## src/design/kvbt_pkg.sv

```systemverilog
// Shared definitions for the key/value binding table.
// Holds default sizes, field widths, command and status codes and the control bundle that steers the cells.
// No dependencies.
`default_nettype none

package kvbt_pkg;

    // Default sizes of the table and of its fields.
    localparam int unsigned ENTRIES_DEF    = 16;
    localparam int unsigned KEY_BITS_DEF   = 32;
    localparam int unsigned VALUE_BITS_DEF = 32;

    // Widths of the item and result fields on the ports.
    localparam int unsigned CMD_W   = 2;
    localparam int unsigned KEY_W   = 32;
    localparam int unsigned VALUE_W = 32;
    localparam int unsigned STAT_W  = 2;
    localparam int unsigned COUNT_W = 5;

    // Command codes carried by an item.
    localparam logic [CMD_W-1:0] CMD_BIND   = 2'd0;
    localparam logic [CMD_W-1:0] CMD_UNBIND = 2'd1;
    localparam logic [CMD_W-1:0] CMD_GET    = 2'd2;

    // Status codes returned with each result.
    localparam logic [STAT_W-1:0] ST_FOUND = 2'd0;
    localparam logic [STAT_W-1:0] ST_MISS  = 2'd1;
    localparam logic [STAT_W-1:0] ST_ADDED = 2'd2;
    localparam logic [STAT_W-1:0] ST_FULL  = 2'd3;

    // Actions broadcast to every cell of the chain.
    typedef struct packed {
        logic look;     // compare the stored key with the broadcast key
        logic set_val;  // overwrite the value of the matching cell
        logic append;   // write key and value into the first free cell
        logic shift;    // close the gap left by a removed entry
    } t_cell_ctl;

endpackage

`default_nettype wire

```

## src/design/key_value_binding_table_top.sv

```systemverilog
// Top level of the key/value binding table: item registers, sequencer,
// chain of entry cells and the result register.
// Depends on kvbt_pkg and kvbt_cell.
//
//  Channel   Direction  Handshake                  Fields
//  input     in         i_in_valid / o_in_stall    i_command, i_key, i_value_in
//  output    out        o_out_valid / i_out_stall  o_value_out, o_status,
//                                                  o_entry_count_out
//
// Each item passes through three steps: it is accepted, every cell compares its key
// in the next cycle, and the table is updated as the result is written.
// The update waits while the result register still holds an untaken result.
// Only one item is in the table logic at a time; o_in_stall is high meanwhile.
// Reset (synchronous, active low) empties the table by clearing the entry
// count; the cell contents are not cleared.
`default_nettype none

module key_value_binding_table_top
    import kvbt_pkg::*;
#(
    parameter int unsigned ENTRIES    = ENTRIES_DEF,
    parameter int unsigned KEY_BITS   = KEY_BITS_DEF,
    parameter int unsigned VALUE_BITS = VALUE_BITS_DEF
) (
    input  wire logic                i_clk,
    input  wire logic                i_rst_n,
    input  wire logic                i_in_valid,
    output logic                     o_in_stall,
    input  wire logic [CMD_W-1:0]    i_command,
    input  wire logic [KEY_W-1:0]    i_key,
    input  wire logic [VALUE_W-1:0]  i_value_in,
    output logic                     o_out_valid,
    input  wire logic                i_out_stall,
    output logic      [VALUE_W-1:0]  o_value_out,
    output logic      [STAT_W-1:0]   o_status,
    output logic      [COUNT_W-1:0]  o_entry_count_out
);

    localparam int unsigned IDX_W = (ENTRIES > 1) ? $clog2(ENTRIES) : 1;
    localparam int unsigned CNT_W = $clog2(ENTRIES + 1);

    typedef enum logic [2:0] {
        S_IDLE  = 3'b001,
        S_LOOK  = 3'b010,
        S_APPLY = 3'b100
    } t_state;

    t_state                r_state, n_state;
    logic [CMD_W-1:0]      r_cmd;
    logic [KEY_BITS-1:0]   r_key;
    logic [VALUE_BITS-1:0] r_val;
    logic [CNT_W-1:0]      r_count, n_count;
    logic                  r_out_valid;
    logic [VALUE_W-1:0]    r_value_out, n_value_out;
    logic [STAT_W-1:0]     r_status, n_status;
    logic [COUNT_W-1:0]    r_count_out;

    logic                  w_in_accept;
    logic                  w_out_free;
    logic                  w_apply;
    logic                  w_hit;
    logic                  w_full;
    logic [IDX_W-1:0]      w_hit_idx;
    logic [VALUE_BITS-1:0] w_hit_value;
    t_cell_ctl             w_ctl;

    logic [KEY_BITS-1:0]   w_cell_key   [ENTRIES];
    logic [VALUE_BITS-1:0] w_cell_value [ENTRIES];
    logic [ENTRIES-1:0]    w_match;

    assign w_in_accept = i_in_valid && !o_in_stall;
    assign w_out_free  = !r_out_valid || !i_out_stall;
    assign w_apply     = (r_state == S_APPLY) && w_out_free;

    // Sequencer: accept, compare, update.
    always_comb begin
        n_state = r_state;
        unique case (r_state)
            S_IDLE: begin
                if (w_in_accept) begin
                    n_state = S_LOOK;
                end
            end
            S_LOOK: begin
                n_state = S_APPLY;
            end
            S_APPLY: begin
                if (w_out_free) begin
                    n_state = S_IDLE;
                end
            end
            default: begin
                n_state = S_IDLE;
            end
        endcase
    end

    always_ff @(posedge i_clk) begin
        if (!i_rst_n) begin
            r_state <= S_IDLE;
        end else begin
            r_state <= n_state;
        end
    end

    assign o_in_stall = (r_state != S_IDLE);

    // Item registers; the key and value are cut to their stored widths.
    always_ff @(posedge i_clk) begin
        if (w_in_accept) begin
            r_cmd <= i_command;
            r_key <= KEY_BITS'(i_key);
            r_val <= VALUE_BITS'(i_value_in);
        end
    end

    // Keys are unique, so the match vector is one-hot or empty and plain
    // OR trees give the hit place and the hit value.
    always_comb begin
        w_hit_idx   = '0;
        w_hit_value = '0;
        for (int i = 0; i < ENTRIES; i++) begin
            if (w_match[i]) begin
                w_hit_idx   = w_hit_idx | IDX_W'(i);
                w_hit_value = w_hit_value | w_cell_value[i];
            end
        end
    end

    assign w_hit  = |w_match;
    assign w_full = (r_count == CNT_W'(ENTRIES));

    // Actions for the cells.
    always_comb begin
        w_ctl         = '0;
        w_ctl.look    = (r_state == S_LOOK);
        w_ctl.set_val = w_apply && (r_cmd == CMD_BIND) && w_hit;
        w_ctl.append  = w_apply && (r_cmd == CMD_BIND) && !w_hit && !w_full;
        w_ctl.shift   = w_apply && (r_cmd == CMD_UNBIND) && w_hit;
    end

    // Chain of entry cells; on a shift, each cell at or above the hit place takes its upper neighbor's entry.
    for (genvar g = 0; g < ENTRIES; g++) begin : g_cell
        logic [KEY_BITS-1:0]   w_nb_key;
        logic [VALUE_BITS-1:0] w_nb_value;

        if (g < ENTRIES - 1) begin : g_mid
            assign w_nb_key   = w_cell_key[g+1];
            assign w_nb_value = w_cell_value[g+1];
        end else begin : g_last
            assign w_nb_key   = '0;
            assign w_nb_value = '0;
        end

        kvbt_cell #(
            .CELL_IDX   (g),
            .IDX_W      (IDX_W),
            .CNT_W      (CNT_W),
            .KEY_BITS   (KEY_BITS),
            .VALUE_BITS (VALUE_BITS)
        ) u_cell (
            .i_clk      (i_clk),
            .i_ctl      (w_ctl),
            .i_key      (r_key),
            .i_value    (r_val),
            .i_count    (r_count),
            .i_hit_idx  (w_hit_idx),
            .i_nb_key   (w_nb_key),
            .i_nb_value (w_nb_value),
            .o_key      (w_cell_key[g]),
            .o_value    (w_cell_value[g]),
            .o_match    (w_match[g])
        );
    end

    // Result fields and the new entry count.
    always_comb begin
        n_count     = r_count;
        n_value_out = '0;
        n_status    = ST_MISS;
        unique case (r_cmd)
            CMD_BIND: begin
                if (w_hit) begin
                    n_status = ST_FOUND;
                end else if (!w_full) begin
                    n_status = ST_ADDED;
                    n_count  = r_count + CNT_W'(1);
                end else begin
                    n_status = ST_FULL;
                end
            end
            CMD_UNBIND: begin
                if (w_hit) begin
                    n_status = ST_FOUND;
                    n_count  = r_count - CNT_W'(1);
                end
            end
            CMD_GET: begin
                if (w_hit) begin
                    n_status    = ST_FOUND;
                    n_value_out = VALUE_W'(w_hit_value);
                end
            end
            default: begin
                n_status = ST_MISS;
            end
        endcase
    end

    // Entry count.
    always_ff @(posedge i_clk) begin
        if (!i_rst_n) begin
            r_count <= '0;
        end else if (w_apply) begin
            r_count <= n_count;
        end
    end

    // Result register.
    always_ff @(posedge i_clk) begin
        if (!i_rst_n) begin
            r_out_valid <= 1'b0;
        end else if (w_apply) begin
            r_out_valid <= 1'b1;
        end else if (!i_out_stall) begin
            r_out_valid <= 1'b0;
        end
    end

    always_ff @(posedge i_clk) begin
        if (w_apply) begin
            r_value_out <= n_value_out;
            r_status    <= n_status;
            r_count_out <= COUNT_W'(n_count);
        end
    end

    assign o_out_valid       = r_out_valid;
    assign o_value_out       = r_value_out;
    assign o_status          = r_status;
    assign o_entry_count_out = r_count_out;

    // The fill count never passes the table size.
    a_count_range: assert property (@(posedge i_clk) disable iff (!i_rst_n)
        r_count <= CNT_W'(ENTRIES))
        else $error("entry count beyond table size");

    // Keys stay unique, so at most one cell matches when the table is updated.
    a_single_match: assert property (@(posedge i_clk) disable iff (!i_rst_n)
        (r_state == S_APPLY) |-> $onehot0(w_match))
        else $error("more than one cell matches the key");

    // An accepted item moves straight on to the compare cycle.
    a_accept_to_look: assert property (@(posedge i_clk) disable iff (!i_rst_n)
        w_in_accept |=> (r_state == S_LOOK))
        else $error("accepted item did not enter the compare cycle");

    // An append grows the table by exactly one entry.
    a_append_count: assert property (@(posedge i_clk) disable iff (!i_rst_n)
        w_ctl.append |=> (r_count == $past(r_count) + CNT_W'(1)))
        else $error("append did not advance the entry count");

    // A result is written only when the register is free to take it.
    a_no_overwrite: assert property (@(posedge i_clk) disable iff (!i_rst_n)
        (r_out_valid && i_out_stall) |=> $stable(r_status) && $stable(r_value_out))
        else $error("held result was overwritten");

endmodule

`default_nettype wire

```

## src/design/kvbt_cell.sv

```systemverilog
// One entry of the key/value binding table: key, value and a match flag.
// Hands its contents to the cell below it when an entry is removed.
// Depends on kvbt_pkg.
`default_nettype none

module kvbt_cell
    import kvbt_pkg::*;
#(
    parameter int unsigned CELL_IDX   = 0,
    parameter int unsigned IDX_W      = 4,
    parameter int unsigned CNT_W      = 5,
    parameter int unsigned KEY_BITS   = KEY_BITS_DEF,
    parameter int unsigned VALUE_BITS = VALUE_BITS_DEF
) (
    input  wire logic                  i_clk,
    input  wire t_cell_ctl             i_ctl,
    input  wire logic [KEY_BITS-1:0]   i_key,
    input  wire logic [VALUE_BITS-1:0] i_value,
    input  wire logic [CNT_W-1:0]      i_count,
    input  wire logic [IDX_W-1:0]      i_hit_idx,
    input  wire logic [KEY_BITS-1:0]   i_nb_key,
    input  wire logic [VALUE_BITS-1:0] i_nb_value,
    output logic      [KEY_BITS-1:0]   o_key,
    output logic      [VALUE_BITS-1:0] o_value,
    output logic                       o_match
);

    logic [KEY_BITS-1:0]   r_key;
    logic [VALUE_BITS-1:0] r_value;
    logic                  r_match;
    logic                  w_in_use;
    logic                  w_at_or_above_hit;
    logic                  w_is_next_free;

    // The cell holds a live entry when its place lies below the fill count.
    assign w_in_use          = (CNT_W'(CELL_IDX) < i_count);
    assign w_at_or_above_hit = (IDX_W'(CELL_IDX) >= i_hit_idx);
    assign w_is_next_free    = (CNT_W'(CELL_IDX) == i_count);

    // Match flag, taken in the compare cycle and used in the update cycle.
    always_ff @(posedge i_clk) begin
        if (i_ctl.look) begin
            r_match <= w_in_use && (r_key == i_key);
        end
    end

    // Entry contents: shift from the neighbor, append, or overwrite the value.
    always_ff @(posedge i_clk) begin
        if (i_ctl.shift && w_at_or_above_hit) begin
            r_key   <= i_nb_key;
            r_value <= i_nb_value;
        end else if (i_ctl.append && w_is_next_free) begin
            r_key   <= i_key;
            r_value <= i_value;
        end else if (i_ctl.set_val && r_match) begin
            r_value <= i_value;
        end
    end

    assign o_key   = r_key;
    assign o_value = r_value;
    assign o_match = r_match;

endmodule

`default_nettype wire
```

## config.mk

```make
export PLATFORM = sky130hd
export DESIGN_NAME = key_value_binding_table_top
export DESIGN_NICKNAME = d
export VERILOG_FILES = /design/src/design/kvbt_pkg.sv /design/src/design/key_value_binding_table_top.sv /design/src/design/kvbt_cell.sv
export SDC_FILE = /design/constraint.sdc
export NUM_CORES = 2
export LEC_CHECK = 0
export BUFFER_PORTS_ARGS = -buffer_cell sky130_fd_sc_hd__buf_2
export CAP_MARGIN = 0
export CORE_ASPECT_RATIO = 0.75
export CORE_MARGIN = 5
export CORE_UTILIZATION = 38
export CTS_CLUSTER_DIAMETER = 100
export DETAILED_ROUTE_END_ITERATION = 7
export GPL_TIMING_DRIVEN = 1
export PLACE_DENSITY = 0.52
export RECOVER_POWER = 50
export SLEW_MARGIN = 10
export SYNTH_ARGS = -nofsm -noshare
export SYNTH_HDL_FRONTEND = slang
export SYNTH_SLANG_ARGS = --single-unit
```

## constraint.sdc

```tcl
create_clock -name i_clk -period 11.4 [get_ports i_clk]
set_clock_uncertainty 0.1 [all_clocks]
set_input_delay 1.14 -clock i_clk [delete_from_list [all_inputs] [get_ports i_clk]]
set_output_delay 1.14 -clock i_clk [all_outputs]
set_load 0.02 [all_outputs]
```

Yosys cells after proc, flatten, opt, wreduce, memory -nomap -nowiden
Cells that the tools add are included.
{"block": "op_classes", "n_addsub": 2, "magnitude_cmp": 32, "n_eq_ne": 41, "mux": 121, "bitwise_logic": 15, "n_reduce_logical": 115}
{"op": "2-to-1 mux 32 bit", "count": 93}
{"op": "== test 32 bit", "count": 16}
{"op": "OR 32 bit", "count": 15}
{"op": "logical AND 1 bit", "count": 72}
{"op": "nonzero test 3 bit", "count": 15}
{"op": "== test 4 x 5 -> 1 bit, first input constant", "count": 8}
{"op": "< comparator 4 x 5 -> 1 bit, first input constant", "count": 8}
{"op": ">= comparator 4 bit, first input constant", "count": 8}
{"op": "2-to-1 mux 4 bit", "count": 8}
{"op": "nonzero test 2 bit", "count": 16}
{"op": "== test 3 x 5 -> 1 bit, first input constant", "count": 4}
{"op": "< comparator 3 x 5 -> 1 bit, first input constant", "count": 4}
{"op": "2-to-1 mux 3 bit", "count": 6}
{"op": ">= comparator 3 x 4 -> 1 bit, first input constant", "count": 4}
{"op": "OR reduction 16 bit", "count": 1}
{"op": "2-to-1 mux 5 bit", "count": 3}
{"op": "== test 2 x 5 -> 1 bit, first input constant", "count": 2}
{"op": "< comparator 1 x 5 -> 1 bit, first input constant", "count": 2}
{"op": "< comparator 2 x 5 -> 1 bit, first input constant", "count": 2}
{"op": "one-hot mux 5 bit (2 select lines)", "count": 1}
{"op": "one-hot mux 3 bit (3 select lines)", "count": 1}
{"op": ">= comparator 1 x 4 -> 1 bit, first input constant", "count": 2}
{"op": ">= comparator 2 x 4 -> 1 bit, first input constant", "count": 2}
{"op": "2-to-1 mux 2 bit", "count": 3}
{"op": "20 further kinds", "count": 30}
{"block": "totals", "register_bits": 1154, "inputBits": 70, "out_inout_bits": 41, "word_cells": 383}

Logic depth before layout (Yosys ltp)
{"block": "logic_depth", "word_depth": 31, "ltp_mapped": 10, "depth_no_buf": 7}

Modules after synthesis
From an unflattened synthesis, not the netlist that was laid out.
{"block": "unflattened", "hier_cells": 3580, "hier_area_um2": 57747.9}
{"mod": "key_value_binding_table_top", "instances": 1, "cells_per_inst": 600, "area_each_um2": 6836.6}
{"mod": "kvbt_cell at g_cell[2].u_cell", "instances": 1, "cells_per_inst": 186, "area_each_um2": 3330.7}
{"mod": "kvbt_cell at g_cell[4].u_cell", "instances": 1, "cells_per_inst": 187, "area_each_um2": 3325.7}
{"mod": "kvbt_cell at g_cell[12].u_cell", "instances": 1, "cells_per_inst": 189, "area_each_um2": 3281.9}
{"mod": "kvbt_cell at g_cell[8].u_cell", "instances": 1, "cells_per_inst": 189, "area_each_um2": 3274.4}
{"mod": "kvbt_cell at g_cell[0].u_cell", "instances": 1, "cells_per_inst": 187, "area_each_um2": 3263.1}
{"mod": "kvbt_cell at g_cell[10].u_cell", "instances": 1, "cells_per_inst": 188, "area_each_um2": 3159.3}
{"mod": "kvbt_cell at g_cell[9].u_cell", "instances": 1, "cells_per_inst": 186, "area_each_um2": 3153.0}
{"mod": "kvbt_cell at g_cell[1].u_cell", "instances": 1, "cells_per_inst": 184, "area_each_um2": 3148.0}
{"mod": "kvbt_cell at g_cell[14].u_cell", "instances": 1, "cells_per_inst": 187, "area_each_um2": 3144.3}
{"mod": "kvbt_cell at g_cell[5].u_cell", "instances": 1, "cells_per_inst": 187, "area_each_um2": 3143.0}
{"mod": "kvbt_cell at g_cell[6].u_cell", "instances": 1, "cells_per_inst": 189, "area_each_um2": 3136.8}
{"mod": "kvbt_cell at g_cell[3].u_cell", "instances": 1, "cells_per_inst": 184, "area_each_um2": 3133.0}
{"mod": "kvbt_cell at g_cell[13].u_cell", "instances": 1, "cells_per_inst": 185, "area_each_um2": 3119.2}
{"mod": "3 more rows"}

Least setup slack after synthesis
No wires, ideal clock.
{"block": "synth_timing", "kind": "input port to flip-flop", "from": "in i_in_valid", "to": "reg r_cmd[0], enable pin", "setup_time_ns": 0.492, "arrival_time_ns": 3.949, "required_ns": 10.808, "setup_slack_ns": 6.859, "stages": 2, "path_buffers": 0, "cell_sequence": "inv_1 > nor2_1"}
{"block": "synth_via", "elab_chain_len": 1}
{"element": "from (decl)", "line_no": "key_value_binding_table_top.sv:27", "source": "input wire logic i_in_valid,"}
{"element": "logical AND 1 bit", "line_no": "key_value_binding_table_top.sv:71", "source": "assign w_in_accept = i_in_valid && !o_in_stall;"}
{"element": "net w_in_accept", "line_no": "key_value_binding_table_top.sv:58", "source": "logic w_in_accept;"}
{"element": "to (signal assigned)", "line_no": "key_value_binding_table_top.sv:111", "source": "r_cmd <= i_command;"}
{"element": "to (decl)", "line_no": "key_value_binding_table_top.sv:49", "source": "logic [CMD_W-1:0] r_cmd;"}
The timed path passes the listed nets, and every way through them passes these cells.
A chain may end at the register's enable or synchronous reset.

Worst setup path after layout
{"block": "layout_timing", "from": "reg g_cell[3].u_cell.r_match", "to": "reg g_cell[5].u_cell.r_key[7] (data pin)"}
{"block": "layout_via", "elab_chain_len": 16, "word_cells_on_any_way": 18}
{"element": "from (decl)", "line_no": "kvbt_cell.sv:30", "source": "logic r_match;"}
{"element": "from (signal assigned)", "line_no": "kvbt_cell.sv:43", "source": "r_match <= w_in_use && (r_key == i_key);"}
{"element": "2-to-1 mux 2 bit", "line_no": "key_value_binding_table_top.sv:123", "source": "if (w_match[i]) begin"}
{"element": "2-to-1 mux 3 bit (4 in a row)", "line_no": "key_value_binding_table_top.sv:123"}
{"element": "2-to-1 mux 4 bit (8 in a row)", "line_no": "key_value_binding_table_top.sv:123"}
{"element": ">= comparator 3 x 4 -> 1 bit", "line_no": "kvbt_cell.sv:37", "source": "assign w_at_or_above_hit = (IDX_W'(CELL_IDX) >= i_hit_idx);"}
{"element": "logical AND 1 bit *", "line_no": "kvbt_cell.sv:49", "source": "if (i_ctl.shift && w_at_or_above_hit) begin"}
{"element": "2-to-1 mux 32 bit *", "line_no": "kvbt_cell.sv:49"}
{"element": "to (signal assigned)", "line_no": "kvbt_cell.sv:50", "source": "r_key <= i_nb_key;"}
{"element": "to (signal assigned)", "line_no": "kvbt_cell.sv:53", "source": "r_key <= i_key;"}
{"element": "to (decl)", "line_no": "kvbt_cell.sv:28", "source": "logic [KEY_BITS-1:0] r_key;"}
Every way passes the cells marked *; elsewhere a longest branch is shown, timed or not.

==> flow_summary.ini <==
[run_status]
status = finished, violations left
violations = capacitance limit, slew limit

[clocking]
cts-root-buf = clkbuf_16
clkLatencyLatePin_ns = 0.75
cts.clk_slew.worst_paths_ns = 0.06
postCtsHoldBufs = 0
cts_sinks = 1154
clk_path_buf_depth = 3
cts_tree = done
htree_levels = 3
ctsResizeCount = 0
cts_buffers = 121
cts_post_setup_buffers_inserted = 0

[die]
rows = 123
core_um2 = 149600
die_area_um2 = 158200
initial_utilization = 0.3816
io_pins = 111
die_h_um = 345.7
chipWidth_um = 457.5

[yosys]
synth_compound_area_frac = 0.06861
syn_avg_cell_area_um2 = 13.59
synth_seq_cells = 1154
async_reset_ff_frac = 0
syn_area_um2 = 57080
synthesis.nets = 4279
synth_fa_ha_area_frac = 0.001973
synthSimpleGateAreaFrac = 0.06799
synth-edff-count = 1081
muxShareOfSynthArea = 0.1561
yosys_warnings = 0
seq_area_frac_synth = 0.5943
synthTopCellsByArea = edfxtp_1 57%, mux2_1 8.5%, mux2_2 5.4%, xor2_1 5.1%, nand2_1 3.3%
synth-xor-area-share = 0.07825
synth_ff_type = edfxtp_1
yosysTopAreaCell = edfxtp_1
yosysMostFrequentCell = edfxtp_1
synth_cells = 4200
synth_top_area_frac = 0.5687
yosysUniqueCellTypes = 68
synth_top_family_by_area = multiplexers
yosys-top-cells-count = 1081 x edfxtp_1, 501 x nand2_1, 433 x mux2_1

[power]
p_sw_frac = 0.2254
vdd_ir_drop_max_mv = 0.1223
p_sw_uw = 2092
powerDensity_nw_per_um2 = 147.3
p_seq_frac = 0.507
combPwrFrac = 0.057
cellLeakagePower_uw = 0.02112
cell_internal_pwr_uw = 7192
p_clk_frac = 0.436

[route]
avgRoutedWirePerCell_um = 31.36
vias_per_cell = 5.910
first_pass_iters = 5
drtIter0Drc = 4615
ant_nets = 0
wl_mm = 196.6
drc = 0
routed-via-count = 37050

[timing]
holdWs_ns = 0.3735
min_period_ns = 8.455
min_period_over_period = 0.7416
fmax_ghz = 0.1183
maxSlewViolCount = 1003
slew-limit-headroom = -1.810
rsz0062_at_grt = false
worst-slew-pin-transition_ns = 4.215
setup_violations = 0
hold_viol_final = 0
tns_ns = 0

[worst_setup_path]
cp-start-kind = flip-flop
slowest_delay_ns = 2.41
cp_slowest_cell = clkbuf_1
critical_path.top_delay_family = buffers and inverters
worstPathArrival_ns = 8.83
critPathMaxFanout = 45
path_cells = clkbuf_1 > nor4_1 > nand2_1 > nand2_1 > nand2_1 > clkbuf_1 > mux2_2
cp-end-kind = flip-flop
criticalPathCategory = flip-flop to flip-flop
worstPathRequired_ns = 11.78
critPathBufInv = 2
crit_path_frequent_cell = nand2_1

[final_layout]
area_growth_pct = 10.38
stdcell_area_um2 = 63010
fillCellCount = 13810
layout-drive-gt1-share = 0.1537
multi_input_area_um2 = 21240
regArea_um2 = 33920
nNetsFinal = 4246

[placement]
post_dp_cell_area_um2 = 59510
hpwlAfterDp_mm = 116.7
gp_congestion = 0.8563
port_buffers = 110

[global_routing]
antenna_found_initial = 5
grt_max_degree = 64
globalRouteOverflowTotal = 0
first_global_vias = 35950
grt_pass1_wl_mm = 276.4
grtUsageTotal = 0.2404

[min_path]
hold_path_class = flip-flop to flip-flop

[job]
max-cap-violations = 33
==> cell families after synthesis <==
family | Yosys count
mux | 772
xor+xnor | 510
flops | 1154
buf+inv | 405
simple gates | 830
fa+ha+maj | 9
compound gates | 520
==> layout make-up <==
type | instances | share of cell area
Sequential cell | 1154 | 0.5384
Multi-Input combinational cell | 2641 | 0.3372
Clock buffer | 174 | 0.05493
Tap cell | 2000 | 0.03971
Timing Repair Buffer | 234 | 0.02095
Clock inverter | 49 | 0.007883
Inverter | 15 | 0.0009134
Antenna cell | 2 | 0.00007943
==> power groups by stage <==
stage          Combinational [uW]  Clock [uW]  Sequential (uW)
2_1_floorplan                 368           0             4770
3_3_place_gp                  519           0             4800
3_5_place_dp                  526           0             4800
4_1_cts                       529        4110             4710
5_1_grt                       564        4280             4710
6_report                      526        4050             4710
==> tightest hold or removal path, stage by stage, from the launching register on <==
cell     delay (ns)
dfxtp_1        0.32
nand2_1        0.06
a21oi_1        0.05
==> state kept, by name, summed over array words and instances (netlist names) <==
signal                 count
r_count                    5
o_entry_count_out          5
r_cmd                      2
o_status                   2
r_val                     32
g_cell.u_cell.o_value    512
o_out_valid                1
o_value_out               32
g_cell.u_cell.o_match     16
g_cell.u_cell.o_key      512
r_state                    3
r_key                     32
==> placed cells by master (no fill, tap or decap), types with 97 or more instances in the layout <==
master / Yosys / final
a22o_1: 97 / 97
buf_4: 16 / 98
clkbuf_1: 256 / 110
clkbuf_16: 0 / 124
edfxtp_1: 1081 / 1081
mux2_1: 433 / 475
mux2_2: 274 / 260
nand2_1: 501 / 501
nor4_1: 100 / 102
xnor2_1: 178 / 178
xor2_1: 332 / 332
==> final timing paths <==
kind                         startpoint                          to  slack, ns  depth (start not counted)
max reg2reg    g_cell[3].u_cell.o_match   g_cell[5].u_cell.o_key[7]       2.95                          7
max            g_cell[3].u_cell.o_match   g_cell[5].u_cell.o_key[7]       2.95                          7
min          g_cell[15].u_cell.o_key[5]  g_cell[15].u_cell.o_key[5]       0.37                          2
min reg2reg  g_cell[15].u_cell.o_key[5]  g_cell[15].u_cell.o_key[5]       0.37                          2
==> metal layers <==
metal  global-route usage  wire (um)  vias up  share of wire
met3              0.04985      19340      314          0.098
met5                    0          0        -              0
met2               0.3424      81330     1962           0.41
met4              0.06042       5160        0          0.026
met1               0.3709      90760    19010           0.46
li1                     -          -    15770              -
==> through the flow <==
step           power (uW)  setup WS [ns]    util  instances
3_3_place_gp         5319          5.973  0.3977       6044
4_1_cts              9349          6.229  0.4243       6267
5_1_grt              9560          3.057  0.4212       6268
3_5_place_dp         5325          5.900  0.3978       6044
6_report             9284          2.945  0.4212       6269
2_1_floorplan        5136          6.859       -       4200
Power figures use the tool's default switching activity.
